==> config.mk <==
export PLATFORM = sky130hd
export DESIGN_NAME = nested_escaped_node_deframer
export DESIGN_NICKNAME = d
export VERILOG_FILES = /design/src/hdl/nend_pkg.sv /design/src/hdl/nested_escaped_node_deframer.sv
export SDC_FILE = /design/constraint.sdc
export NUM_CORES = 1
export LEC_CHECK = 0
export CORE_MARGIN = 2
export CORE_UTILIZATION = 50
export DETAILED_ROUTE_END_ITERATION = 16
export DONT_BUFFER_PORTS = 1
export PLACE_DENSITY = 0.66
export SLEW_MARGIN = 30
export SYNTH_ARGS = -nofsm -noshare
export SYNTH_HDL_FRONTEND = slang
export SYNTH_SLANG_ARGS = --single-unit
==> constraint.sdc <==
create_clock -name clk -period 3.7 [get_ports clk]
set_input_delay 0.555 -clock clk [delete_from_list [all_inputs] [get_ports clk]]
set_output_delay 0.555 -clock clk [all_outputs]
set_load 0.005 [all_outputs]
==> src/hdl/nend_pkg.sv <==
// ----------------------------------------------------------------------------
// nend_pkg - shared types and constants for the nested node deframer
// Item structs, event kinds, error codes and framing marker bytes.
// ----------------------------------------------------------------------------
package nend_pkg;

  localparam int MaxDepth = 16;       // hard ceiling on the nesting limit
  localparam int DepthW   = 5;
  localparam int HeaderLen = 4;       // magic bytes ahead of the root node

  localparam logic [7:0] MarkEsc   = 8'hFD;
  localparam logic [7:0] MarkOpen  = 8'hFE;
  localparam logic [7:0] MarkClose = 8'hFF;

  localparam logic [DepthW-1:0] DepthLimitRst = DepthW'(MaxDepth);

  typedef enum logic [2:0] {
    KIND_MAGIC    = 3'd0,
    KIND_OPEN     = 3'd1,
    KIND_DATA     = 3'd2,
    KIND_CLOSE    = 3'd3,
    KIND_CONSUMED = 3'd4,
    KIND_ERROR    = 3'd5
  } kind_t;

  typedef enum logic [2:0] {
    ERR_NONE     = 3'd0,
    ERR_NOSTART  = 3'd1,
    ERR_STRAY    = 3'd2,
    ERR_OVERFLOW = 3'd3,
    ERR_TRAILING = 3'd4,
    ERR_TRUNC    = 3'd5
  } err_t;

  typedef struct packed {
    logic [7:0] data_byte;
    logic       first_of_file;
    logic       last_of_file;
  } in_item_t;

  typedef struct packed {
    logic [2:0]        kind;
    logic [7:0]        value;
    logic [DepthW-1:0] depth;
    logic [2:0]        error_code;
    logic              file_ok;
  } out_item_t;

endpackage

==> src/hdl/nested_escaped_node_deframer.sv <==
// ----------------------------------------------------------------------------
// nested_escaped_node_deframer - streaming deframer for byte-stuffed nodes
// Passes a 4-byte magic header through, then tracks nested 0xFE/0xFF nodes
// with 0xFD escapes and emits one event item per input byte.
// ----------------------------------------------------------------------------
//  channel | ports                         | payload
//  --------+-------------------------------+--------------------------------
//  input   | in_valid / in_stall           | in_item  (nend_pkg::in_item_t)
//  result  | out_valid / out_stall         | out_item (nend_pkg::out_item_t)
//  config  | psel penable pwrite paddr ... | depth_limit at byte address 0
//
//  One item per cycle while in_stall is low; each result is registered.
//  The parser state update and the event decode sit in one stage between the
//  input port and the result register; a skid register behind it absorbs
//  one item while the result side stalls, and in_stall rises only when full.
//  Reset (rst_n low, synchronous) empties both result slots, restarts the
//  parser and sets depth_limit to 16.
// ----------------------------------------------------------------------------
module nested_escaped_node_deframer (
  input  logic                 clk,
  input  logic                 rst_n,
  input  logic                 in_valid,
  output logic                 in_stall,
  input  nend_pkg::in_item_t   in_item,
  output logic                 out_valid,
  input  logic                 out_stall,
  output nend_pkg::out_item_t  out_item,
  input  logic                 psel,
  input  logic                 penable,
  input  logic                 pwrite,
  input  logic [2:0]           paddr,
  input  logic [31:0]          pwdata,
  output logic [31:0]          prdata,
  output logic                 pready
);

  localparam int DW = nend_pkg::DepthW;

  // configuration
  logic [DW-1:0] depth_limit_r;
  logic [DW-1:0] lim;

  // parser state
  logic [2:0]     header_left_r, header_left_nxt;
  logic           escape_pending_r, escape_pending_nxt;
  logic           expect_id_r, expect_id_nxt;
  logic [DW-1:0]  nest_depth_r, nest_depth_nxt;
  logic           root_closed_r, root_closed_nxt;
  nend_pkg::err_t failed_r, failed_nxt;

  // result slots
  logic                out_valid_r, skid_valid_r;
  nend_pkg::out_item_t out_item_r, skid_item_r;
  nend_pkg::out_item_t res;

  logic in_fire, out_fire;

  assign pready   = 1'b1;
  assign prdata   = {{(32-DW){1'b0}}, depth_limit_r};

  always_ff @(posedge clk) begin
    if (!rst_n) begin
      depth_limit_r <= nend_pkg::DepthLimitRst;
    end else if (psel && penable && pwrite && paddr[2] == 1'b0) begin
      depth_limit_r <= pwdata[DW-1:0];
    end
  end

  always_comb begin
    if (depth_limit_r == '0) begin
      lim = DW'(1);
    end else if (depth_limit_r > DW'(nend_pkg::MaxDepth)) begin
      lim = DW'(nend_pkg::MaxDepth);
    end else begin
      lim = depth_limit_r;
    end
  end

  assign in_stall = skid_valid_r;
  assign in_fire  = in_valid && !skid_valid_r;
  assign out_fire = out_valid_r && !out_stall;

  // event decode and next parser state
  always_comb begin
    nend_pkg::kind_t kind;
    logic [7:0]      b;
    logic            ok;

    b    = in_item.data_byte;
    kind = nend_pkg::KIND_ERROR;
    ok   = 1'b0;
    res  = '0;

    if (in_item.first_of_file) begin
      header_left_nxt    = 3'(nend_pkg::HeaderLen);
      escape_pending_nxt = 1'b0;
      expect_id_nxt      = 1'b0;
      nest_depth_nxt     = '0;
      root_closed_nxt    = 1'b0;
      failed_nxt         = nend_pkg::ERR_NONE;
    end else begin
      header_left_nxt    = header_left_r;
      escape_pending_nxt = escape_pending_r;
      expect_id_nxt      = expect_id_r;
      nest_depth_nxt     = nest_depth_r;
      root_closed_nxt    = root_closed_r;
      failed_nxt         = failed_r;
    end

    if (failed_nxt != nend_pkg::ERR_NONE) begin
      res.depth = nest_depth_nxt;
    end else if (header_left_nxt != '0) begin
      kind            = nend_pkg::KIND_MAGIC;
      res.value       = b;
      header_left_nxt = header_left_nxt - 3'd1;
    end else if (root_closed_nxt) begin
      failed_nxt = nend_pkg::ERR_TRAILING;
      res.depth  = nest_depth_nxt;
    end else if (expect_id_nxt) begin
      // id byte is raw, markers included
      kind          = nend_pkg::KIND_OPEN;
      res.value     = b;
      res.depth     = nest_depth_nxt;
      expect_id_nxt = 1'b0;
    end else if (escape_pending_nxt) begin
      kind               = nend_pkg::KIND_DATA;
      res.value          = b;
      res.depth          = nest_depth_nxt;
      escape_pending_nxt = 1'b0;
    end else if (nest_depth_nxt == '0) begin
      if (b == nend_pkg::MarkOpen) begin
        nest_depth_nxt = DW'(1);
        expect_id_nxt  = 1'b1;
        kind           = nend_pkg::KIND_CONSUMED;
        res.depth      = DW'(1);
      end else begin
        failed_nxt = (b == nend_pkg::MarkClose) ? nend_pkg::ERR_STRAY
                                                : nend_pkg::ERR_NOSTART;
      end
    end else if (b == nend_pkg::MarkEsc) begin
      escape_pending_nxt = 1'b1;
      kind               = nend_pkg::KIND_CONSUMED;
      res.depth          = nest_depth_nxt;
    end else if (b == nend_pkg::MarkOpen) begin
      if (nest_depth_nxt >= lim) begin
        failed_nxt = nend_pkg::ERR_OVERFLOW;
        res.depth  = nest_depth_nxt;
      end else begin
        nest_depth_nxt = nest_depth_nxt + DW'(1);
        expect_id_nxt  = 1'b1;
        kind           = nend_pkg::KIND_CONSUMED;
        res.depth      = nest_depth_nxt;
      end
    end else if (b == nend_pkg::MarkClose) begin
      kind           = nend_pkg::KIND_CLOSE;
      res.depth      = nest_depth_nxt;
      nest_depth_nxt = nest_depth_nxt - DW'(1);
      if (nest_depth_nxt == '0) begin
        root_closed_nxt = 1'b1;
      end
    end else begin
      kind      = nend_pkg::KIND_DATA;
      res.value = b;
      res.depth = nest_depth_nxt;
    end

    if (in_item.last_of_file) begin
      // truncation replaces the byte's own event
      if (failed_nxt == nend_pkg::ERR_NONE && !root_closed_nxt) begin
        failed_nxt = nend_pkg::ERR_TRUNC;
        kind       = nend_pkg::KIND_ERROR;
        res.value  = '0;
        res.depth  = nest_depth_nxt;
      end
      ok = (failed_nxt == nend_pkg::ERR_NONE) && root_closed_nxt;
    end

    res.kind       = kind;
    res.error_code = (kind == nend_pkg::KIND_ERROR) ? failed_nxt : nend_pkg::ERR_NONE;
    res.file_ok    = ok;
  end

  always_ff @(posedge clk) begin
    if (!rst_n) begin
      header_left_r    <= 3'(nend_pkg::HeaderLen);
      escape_pending_r <= 1'b0;
      expect_id_r      <= 1'b0;
      nest_depth_r     <= '0;
      root_closed_r    <= 1'b0;
      failed_r         <= nend_pkg::ERR_NONE;
    end else if (in_fire) begin
      header_left_r    <= header_left_nxt;
      escape_pending_r <= escape_pending_nxt;
      expect_id_r      <= expect_id_nxt;
      nest_depth_r     <= nest_depth_nxt;
      root_closed_r    <= root_closed_nxt;
      failed_r         <= failed_nxt;
    end
  end

  // result register plus one skid slot
  always_ff @(posedge clk) begin
    if (!rst_n) begin
      out_valid_r  <= 1'b0;
      skid_valid_r <= 1'b0;
    end else if (!out_valid_r || out_fire) begin
      if (skid_valid_r) begin
        out_valid_r  <= 1'b1;
        skid_valid_r <= 1'b0;
      end else begin
        out_valid_r <= in_fire;
      end
    end else if (in_fire) begin
      skid_valid_r <= 1'b1;
    end
  end

  always_ff @(posedge clk) begin
    if (!out_valid_r || out_fire) begin
      if (skid_valid_r) begin
        out_item_r <= skid_item_r;
      end else if (in_fire) begin
        out_item_r <= res;
      end
    end else if (in_fire) begin
      skid_item_r <= res;
    end
  end

  assign out_valid = out_valid_r;
  assign out_item  = out_item_r;

  // assertions
  a_skid_implies_out: assert property (@(posedge clk) disable iff (!rst_n)
    skid_valid_r |-> out_valid_r)
    else $error("skid slot full while result register empty");

  a_err_code_kind: assert property (@(posedge clk) disable iff (!rst_n)
    out_valid_r |-> ((out_item_r.error_code != nend_pkg::ERR_NONE) ==
                     (out_item_r.kind == nend_pkg::KIND_ERROR)))
    else $error("error code disagrees with event kind");

  a_ok_no_error: assert property (@(posedge clk) disable iff (!rst_n)
    (out_valid_r && out_item_r.file_ok) |-> out_item_r.kind != nend_pkg::KIND_ERROR)
    else $error("file_ok on an error event");

  a_depth_bound: assert property (@(posedge clk) disable iff (!rst_n)
    nest_depth_r <= DW'(nend_pkg::MaxDepth))
    else $error("nesting depth beyond ceiling");

  a_held_on_skid: assert property (@(posedge clk) disable iff (!rst_n)
    (skid_valid_r && !out_fire) |=> skid_valid_r && $stable(skid_item_r))
    else $error("skid item lost while result stalled");

endmodule
# Word-level counts from Yosys, hierarchy flattened
# Cells that the tools add are included.
# op_classes
addsub	3
n_bitwise	3
n_mux	98
n_eq_ne	4
reduce_logical	23
magnitude_cmp	2
# op_table
operator	n
2-to-1 mux 5 bit	20
2-to-1 mux 3 bit	28
2-to-1 mux 8 bit	7
2-to-1 mux 13 bit	4
2-to-1 mux 20 bit	2
2-to-1 mux 1 bit	36
== test 8 bit, second input constant	3
zero test 5 bit	3
logical AND 1 bit	7
zero test 3 bit	2
nonzero test 3 bit	2
adder 5 x 1 -> 5 bit, second input constant	1
greater-or-equal comparator 5 bit	1
> comparator 5 bit, second input constant	1
subtractor 5 x 1 -> 5 bit, second input constant	1
zero test 1 bit	4
AND reduction 2 bit	2
== test 3 bit, second input constant	1
NOT 1 bit	3
subtractor 3 x 1 -> 3 bit, second input constant	1
2-to-1 mux 2 bit	1
nonzero test 2 bit	1
OR reduction 2 bit	1
logical OR 1 bit	1
# totals
output_inout_bits	55
ff_bits	61
wordCells	152

# Longest topological paths before layout
# Gate-level depths: netlist of the first run.
# logic_depth
word_depth	22
depth_mapped	17
depth_no_buf	11

# Least setup slack after synthesis of the first run
# Ideal clock, no wire load.
# synth_path
path_type	in2reg
startpoint	input port in_item[1] in the netlist's numbering
endpoint	register out_item_r, in the netlist out_item[4] (data pin)
required_time_ns	3.440
cell_stages	16
setup_ns	0.260
arrival_time_ns	3.704
slack_ns	-0.264
cell_sequence	buf_4 clkbuf_1 clkbuf_1 buf_2 nand2b_1 ha_1 ha_1 buf_6 nor4b_4 o22ai_4 nor2_2 a311o_1 or3_1 buf_2 mux2_4 mux2_2
# synth_lines
item	line	text
from (decl)	nested_escaped_node_deframer.sv:24	input nend_pkg::in_item_t in_item,
to (signal assigned)	nested_escaped_node_deframer.sv:221	out_item_r <= skid_item_r;
to (signal assigned)	nested_escaped_node_deframer.sv:223	out_item_r <= res;
to (decl)	nested_escaped_node_deframer.sv:53	nend_pkg::out_item_t out_item_r, skid_item_r;

==> results.py, run 1 <==
metrics = {
    "status": {
        "status": "completed",
    },
    "sta": {
        "hold_violations": 0,
        "tightest_slew_ns": 0.7353,
        "maxSlewHeadroom_pct": 50.91,
        "fmax_mhz": 307.5,
        "finClkSkew_ns": 0.008005,
        "finalCriticalPeriod_ns": 3.252,
        "finalSetupViolCount": 0,
        "final.setup.tns_ns": 0,
        "slew_viol_final": 0,
        "grt_setup_unrepaired": "no",
        "finalCritPeriodShare_pct": 87.90,
    },
    "layout": {
        "area_growth_syn_to_layout_pct": 7.977,
        "final_cell_mix": "nor2_1 (46), edfxtp_1 (40), conb_1 (28)",
        "final_common_cell": "nor2_1",
        "num_antenna_cells": 0,
        "stdcell_area_um2": 4048,
        "final_layout_size_suffix_gt1_share_pct": 14.22,
        "post-route-util_pct": 55.80,
        "layoutNonFillerInstCount": 507,
        "nNetsFinal": 466,
        "fillCellCount": 682,
    },
    "clocking": {
        "cts_hold_buf": 0,
        "path_clk_slew_ns": 0.07,
        "cts_buffers": 9,
        "post_cts_buffers": 0,
        "clock-root-buffer": "clkbuf_8",
        "htreeDepth": 3,
        "clk_latency_ns": 0.34,
        "clock_sinks": 61,
        "cts_tree": "built",
        "cts_buffer_depth": 2,
        "post_cts_resized": 0,
    },
    "pwr": {
        "powerDensity_nw_per_um2": 420.7,
        "power_leakage_nw": 1.531,
        "power_w": 0.001703,
        "ir_drop_mv": 0.1683,
    },
    "synthesis": {
        "yosysSeqAreaShare_pct": 43.26,
        "yosysWarningCount": 0,
        "synth_xor_area_share_pct": 0,
        "synth_cells": 400,
        "mappedNetlistArea_um2": 3749,
        "synth_seq_cells": 61,
        "synth.distinct_cells": 66,
        "synth_mux_area_share_pct": 4.673,
        "synth_top_family_by_area": "simple AND/OR/NAND/NOR gates",
        "synthAdderAreaFrac_pct": 3.672,
        "synth-edff-count": 40,
        "syn_area_per_cell_um2": 9.371,
        "synth_ff_type": "edfxtp_1",
        "async_flop_share_pct": 0,
        "synth_simple_gate_area_share_pct": 19.76,
        "synth-compound-area-share_pct": 18.46,
    },
    "floorplanning": {
        "initial_utilization_pct": 51.68,
        "dieArea_um2": 8206,
        "io_pins": 107,
        "die_w_um": 90.59,
        "coreArea_um2": 7253,
        "num_rows": 31,
        "die_y_um": 90.59,
    },
    "drt": {
        "post_drt_wl_per_cell_um": 17.20,
        "dr.first_iter.drc_count": 269,
        "drt-total-wl_mm": 8.722,
        "drc_errors": 0,
        "ant_nets": 0,
        "vias": 3016,
        "vias_per_cell": 5.949,
        "drt_first_pass_iters": 5,
    },
    "global_routing": {
        "grt_max_degree": 38,
        "grt-ovfl-total": 0,
        "grt_pass1_vias": 2803,
        "grt.total_usage_pct": 22.01,
        "grt_pass1_wl_mm": 14.25,
        "antenna_found_initial": 0,
    },
    "place": {
        "post-dp-hpwl_mm": 6.519,
        "placed_cells": 491,
        "place_congestion": 0.9549,
        "place_area_um2": 3824,
        "port_buffers": 0,
    },
    "setup_path": {
        "r2r_slack_ns": 0.45,
        "path_class": "flop to flop",
        "worst_setup_path_end_kind": "flop",
        "startpoint_type": "flop",
        "arrival_ns": 3.34,
        "crit_required_ns": 3.79,
        "worstPathMaxFanout": 4,
    },
    "flow_run": {
        "max-cap-violations": 0,
    },
    "min_path": {
        "hp-class": "input pin to flop",
    },
}
-- logic make-up after synthesis --
logic type / Yosys count
buffers and inverters: 65
other: 2
and+or+nand+nor: 144
AOI/OAI and AO/OA: 101
muxes: 16
DFF: 61
adders and majority gates: 11
-- synth_stat cells (4+ instances only) --
cell type  number  area share, %
nor2b_1         6            1.0
clkbuf_1       11            1.1
nor2_1         46            4.6
o21ai_0        20            2.7
a22o_1          8            1.9
nand2b_1        7            1.2
nand3_1         9            1.2
dfxtp_1        21             11
o211ai_1        4           0.80
mux2_2          8            2.4
ha_1           11            3.7
inv_1          16            1.6
nand2_1        27            2.7
a21oi_1        24            3.2
buf_4          29            5.8
a211oi_1        4           0.80
mux2i_1         7            1.9
a31oi_1         5           0.83
and2_1          6            1.0
edfxtp_1       40             32
nor4_1          8            1.3
nor3_1         14            1.9
or3_1           4           0.67
buf_2           4           0.53
-- critical path, stage by stage, from the launching register on --
cell,delay [ns]
dfxtp_1,0.35
nor3_1,0.20
nor2_1,0.06
nor2_1,0.09
ha_1,0.23
nor2b_1,0.14
o21a_1,0.20
o21ai_0,0.26
a311o_1,0.43
or3_1,0.39
buf_4,0.19
mux2i_1,0.18
mux2_2,0.29
-- worst paths after layout --
kind,cells after the start,start,endpoint
worst min register to register,2,header_left_r[2],header_left_r[2]
worst max register to register,12,depth_limit_r[1],out_item[5]
worst max-delay path,12,depth_limit_r[1],out_item[5]
worst min-delay path,1,rst_n,depth_limit_r[4]
-- final cells by class --
type                            instances  area (um2)  share of cell area [%]
Multi-Input combinational cell        300        1909                   47.17
Timing Repair Buffer                   14       105.1                   2.597
Tap cell                               99       123.9                   3.060
Sequential cell                        61        1622                   40.06
Clock buffer                           10       137.6                   3.400
Clock inverter                          6       86.33                   2.133
Inverter                               17       63.81                   1.577
-- flip-flops by register name, summed over array words and instances (netlist names) --
register          flops
depth_limit_r         5
in_stall              1
root_closed_r         1
expect_id_r           1
out_valid             1
header_left_r         3
skid_item_r          20
escape_pending_r      1
out_item             20
failed_r              3
nest_depth_r          5
-- per-layer routing --
metal / GRT usage (%) / vias to the layer above / share of wire, % / wire [um]
li1: - / 1414 / - / -
met4: 6.795 / 0 / 2.1 / 181
met5: 0 / - / 0 / 0
met2: 36.01 / 128 / 48 / 4195
met3: 5.927 / 18 / 6.8 / 597
met1: 28.46 / 1456 / 43 / 3748
-- power breakdown --
group | internal [W] | leakage [nW] | switching (W)
sequential | 0.000775 | 0.557 | 0.0000237
clock | 0.000396 | 0.112 | 0.000271
combinational | 0.0000938 | 0.862 | 0.000143
total | 0.00127 | 1.53 | 0.000438
-- through the flow --
| stage | setup slack [ns] | hold slack (ns) |
|---|---|---|
| after floorplan | 0.004443 | 0.4645 |
| after global routing | 0.2306 | 0.2666 |
| after global placement | 0.2567 | 0.4783 |
| final | 0.4477 | 0.2762 |
| after CTS | 0.4575 | 0.2636 |
| after detailed placement | 0.2157 | 0.5057 |
No activity file was read; power rests on OpenSTA's default activity.
==> run 2: changes to the inputs <==
--- a/config.mk
+++ b/config.mk
@@ -9,7 +9,7 @@
 export CORE_UTILIZATION = 50
 export DETAILED_ROUTE_END_ITERATION = 16
 export DONT_BUFFER_PORTS = 1
-export PLACE_DENSITY = 0.66
+export PLACE_DENSITY = 0.68
 export SLEW_MARGIN = 30
 export SYNTH_ARGS = -nofsm -noshare
 export SYNTH_HDL_FRONTEND = slang
==> run 2 against run 1 <==
Compared with the run above:
- sequential power barely moved
- final cell count is 0.20% lower
- worst setup slack worse by 0.14 ns
- flip-flop and latch count is the same
- global-route usage up 0.69 points
- highest routed layer unchanged
- via count down 2.0%
- worst hold slack got worse by 0.0059 ns
- final area shrank 0.68%
- largest cell class unchanged
- critical path depth down 2
- clock power fell by 7.2%
- die area stayed put
- wire length up 3.5%
==> results.py, run 2 (synthesis gave the netlist of run 1 again) <==
metrics = {
    "status": {
        "status": "completed",
    },
    "sta": {
        "maxSlewHeadroom_pct": 48.08,
        "finalSetupViolCount": 0,
        "finalCritPeriodShare_pct": 91.74,
        "final.setup.tns_ns": 0,
        "slew_viol_final": 0,
        "finalCriticalPeriod_ns": 3.394,
        "finClkSkew_ns": 0.01259,
        "setup_slack_ns": 0.3055,
        "hold_violations": 0,
        "grt_setup_unrepaired": "no",
        "tightest_slew_ns": 0.7777,
        "fmax_mhz": 294.6,
    },
    "setup_path": {
        "critical_path.top_delay_family": "compound AO/OA/AOI/OAI gates",
        "path_class": "flop to flop",
        "startpoint_type": "flop",
        "r2r_start": "nest_depth_r[2]",
        "rr_worst_depth": 10,
        "cp_num_buf_inv": 1,
        "reg2reg_to": "out_item[4]",
        "arrival_ns": 3.49,
        "r2r_slack_ns": 0.31,
        "cp_slowest_cell": "dfxtp_1",
        "crit_chain": "nand2b_1, inv_1, ha_1, a21oi_1, o21a_1, o21ai_0, a311o_1, or3_1, mux2_4, mux2_2",
        "critical_path_depth": 10,
        "worstPathMaxFanout": 9,
        "crit_path_start": "nest_depth_r[2]",
        "worst_setup_path_end_kind": "flop",
        "critical_path.max_stage_delay_ns": 0.50,
        "crit_required_ns": 3.79,
    },
    "layout": {
        "num_antenna_cells": 0,
        "post-route-util_pct": 55.43,
        "final_layout_size_suffix_gt1_share_pct": 13.76,
        "fillCellCount": 677,
        "final_common_cell": "nor2_1",
        "final_cell_mix": "nor2_1 (46), edfxtp_1 (40), conb_1 (28)",
        "nNetsFinal": 465,
        "layoutNonFillerInstCount": 506,
        "area_growth_syn_to_layout_pct": 7.243,
    },
    "floorplanning": {
        "dieArea_um2": 8206,
        "die_y_um": 90.59,
        "num_rows": 31,
        "die_w_um": 90.59,
        "io_pins": 107,
        "initial_utilization_pct": 51.68,
        "coreArea_um2": 7253,
    },
    "drt": {
        "dr.first_iter.drc_count": 272,
        "vias": 2955,
        "ant_nets": 0,
        "drt_first_pass_iters": 5,
        "vias_per_cell": 5.840,
        "drt-total-wl_mm": 9.031,
        "post_drt_wl_per_cell_um": 17.85,
        "drc_errors": 0,
    },
    "global_routing": {
        "grt_pass1_vias": 2866,
        "grt.total_usage_pct": 22.70,
        "grt_max_degree": 38,
        "antenna_found_initial": 0,
        "grt-ovfl-total": 0,
        "grt_pass1_wl_mm": 14.67,
    },
    "min_path": {
        "hold_end": "depth_limit_r[4]",
        "worstHoldPathCells": 1,
        "hp-class": "input pin to flop",
        "hold_path_startpoint": "rst_n",
    },
    "pwr": {
        "ir_drop_mv": 0.1581,
        "powerDensity_nw_per_um2": 411.1,
        "power_leakage_nw": 1.517,
    },
    "clocking": {
        "clock_sinks": 61,
        "clock-root-buffer": "clkbuf_8",
        "cts_tree": "built",
        "htreeDepth": 3,
        "path_clk_slew_ns": 0.07,
        "clk_latency_ns": 0.35,
        "cts_buffer_depth": 2,
        "cts_buffers": 9,
    },
    "place": {
        "place_congestion": 0.9572,
        "port_buffers": 0,
        "placed_cells": 490,
        "place_ws_ns": 0.1731,
        "post-dp-hpwl_mm": 6.606,
    },
    "flow_run": {
        "max-cap-violations": 0,
    },
}
==> run 2: routing by layer <==
layer  wire length (um)  vias to the layer above  global-route usage [%]
met5                  0                        -                       0
met4                246                        0                   8.590
met3                577                       16                   5.927
met2               4273                      124                   37.38
met1               3933                     1406                   28.60
li1                   -                     1409                       -
==> run 2: report_power, final <==
group	switching [W]	internal, W
Combinational	0.000141	0.0000911
Clock	0.000274	0.000346
Sequential	0.0000257	0.000775
==> run 2: worst reg2reg max path: cells and delay by family, from the launching register on <==
kind            cells  cell delay (ns)
fa+ha+maj           1             0.26
mux                 2             0.63
flops               1             0.50
compound gates      4             1.01
buf+inv             1             0.14
simple gates        2             0.60
==> run 2: per-stage QoR <==
step / power [W] / hold WS [ns] / instance area (um2)
floorplan: 0.001022 / 0.4645 / 3930
finish: 0.001653 / 0.2703 / 4020
global placement: 0.001039 / 0.4781 / 3809
detailed placement: 0.001048 / 0.4860 / 3816
CTS: 0.001665 / 0.2585 / 4019
global route: 0.001732 / 0.2687 / 4020
==> run 2: worst max-delay path by stage <==
stage / slack, ns / end
2_1_floorplan: 0.004 / out_item[4]
4_1_cts: 0.23 / out_item[4]
5_1_grt: 0.05 / out_item[7]
3_5_place_dp: 0.17 / out_item[4]
6_report: 0.31 / out_item[4]
3_3_place_gp: 0.18 / out_item[4]
==> run 2: cell type report <==
cell class                      instances  area [um2]  area share [%]
Multi-Input combinational cell        300        1911           47.53
Sequential cell                        61        1622           40.34
Timing Repair Buffer                   13       97.59           2.428
Inverter                               17       63.81           1.587
Tap cell                               99       123.9           3.081
Clock buffer                           12       155.1           3.859
Clock inverter                          4       47.55           1.183
==> run 2: what timing repair did <==
item,4_1_cts,5_1_grt
resized for setup,0,1
setup buffers,0,0
hold buffers,0,0
setup endpoints to repair,0,1
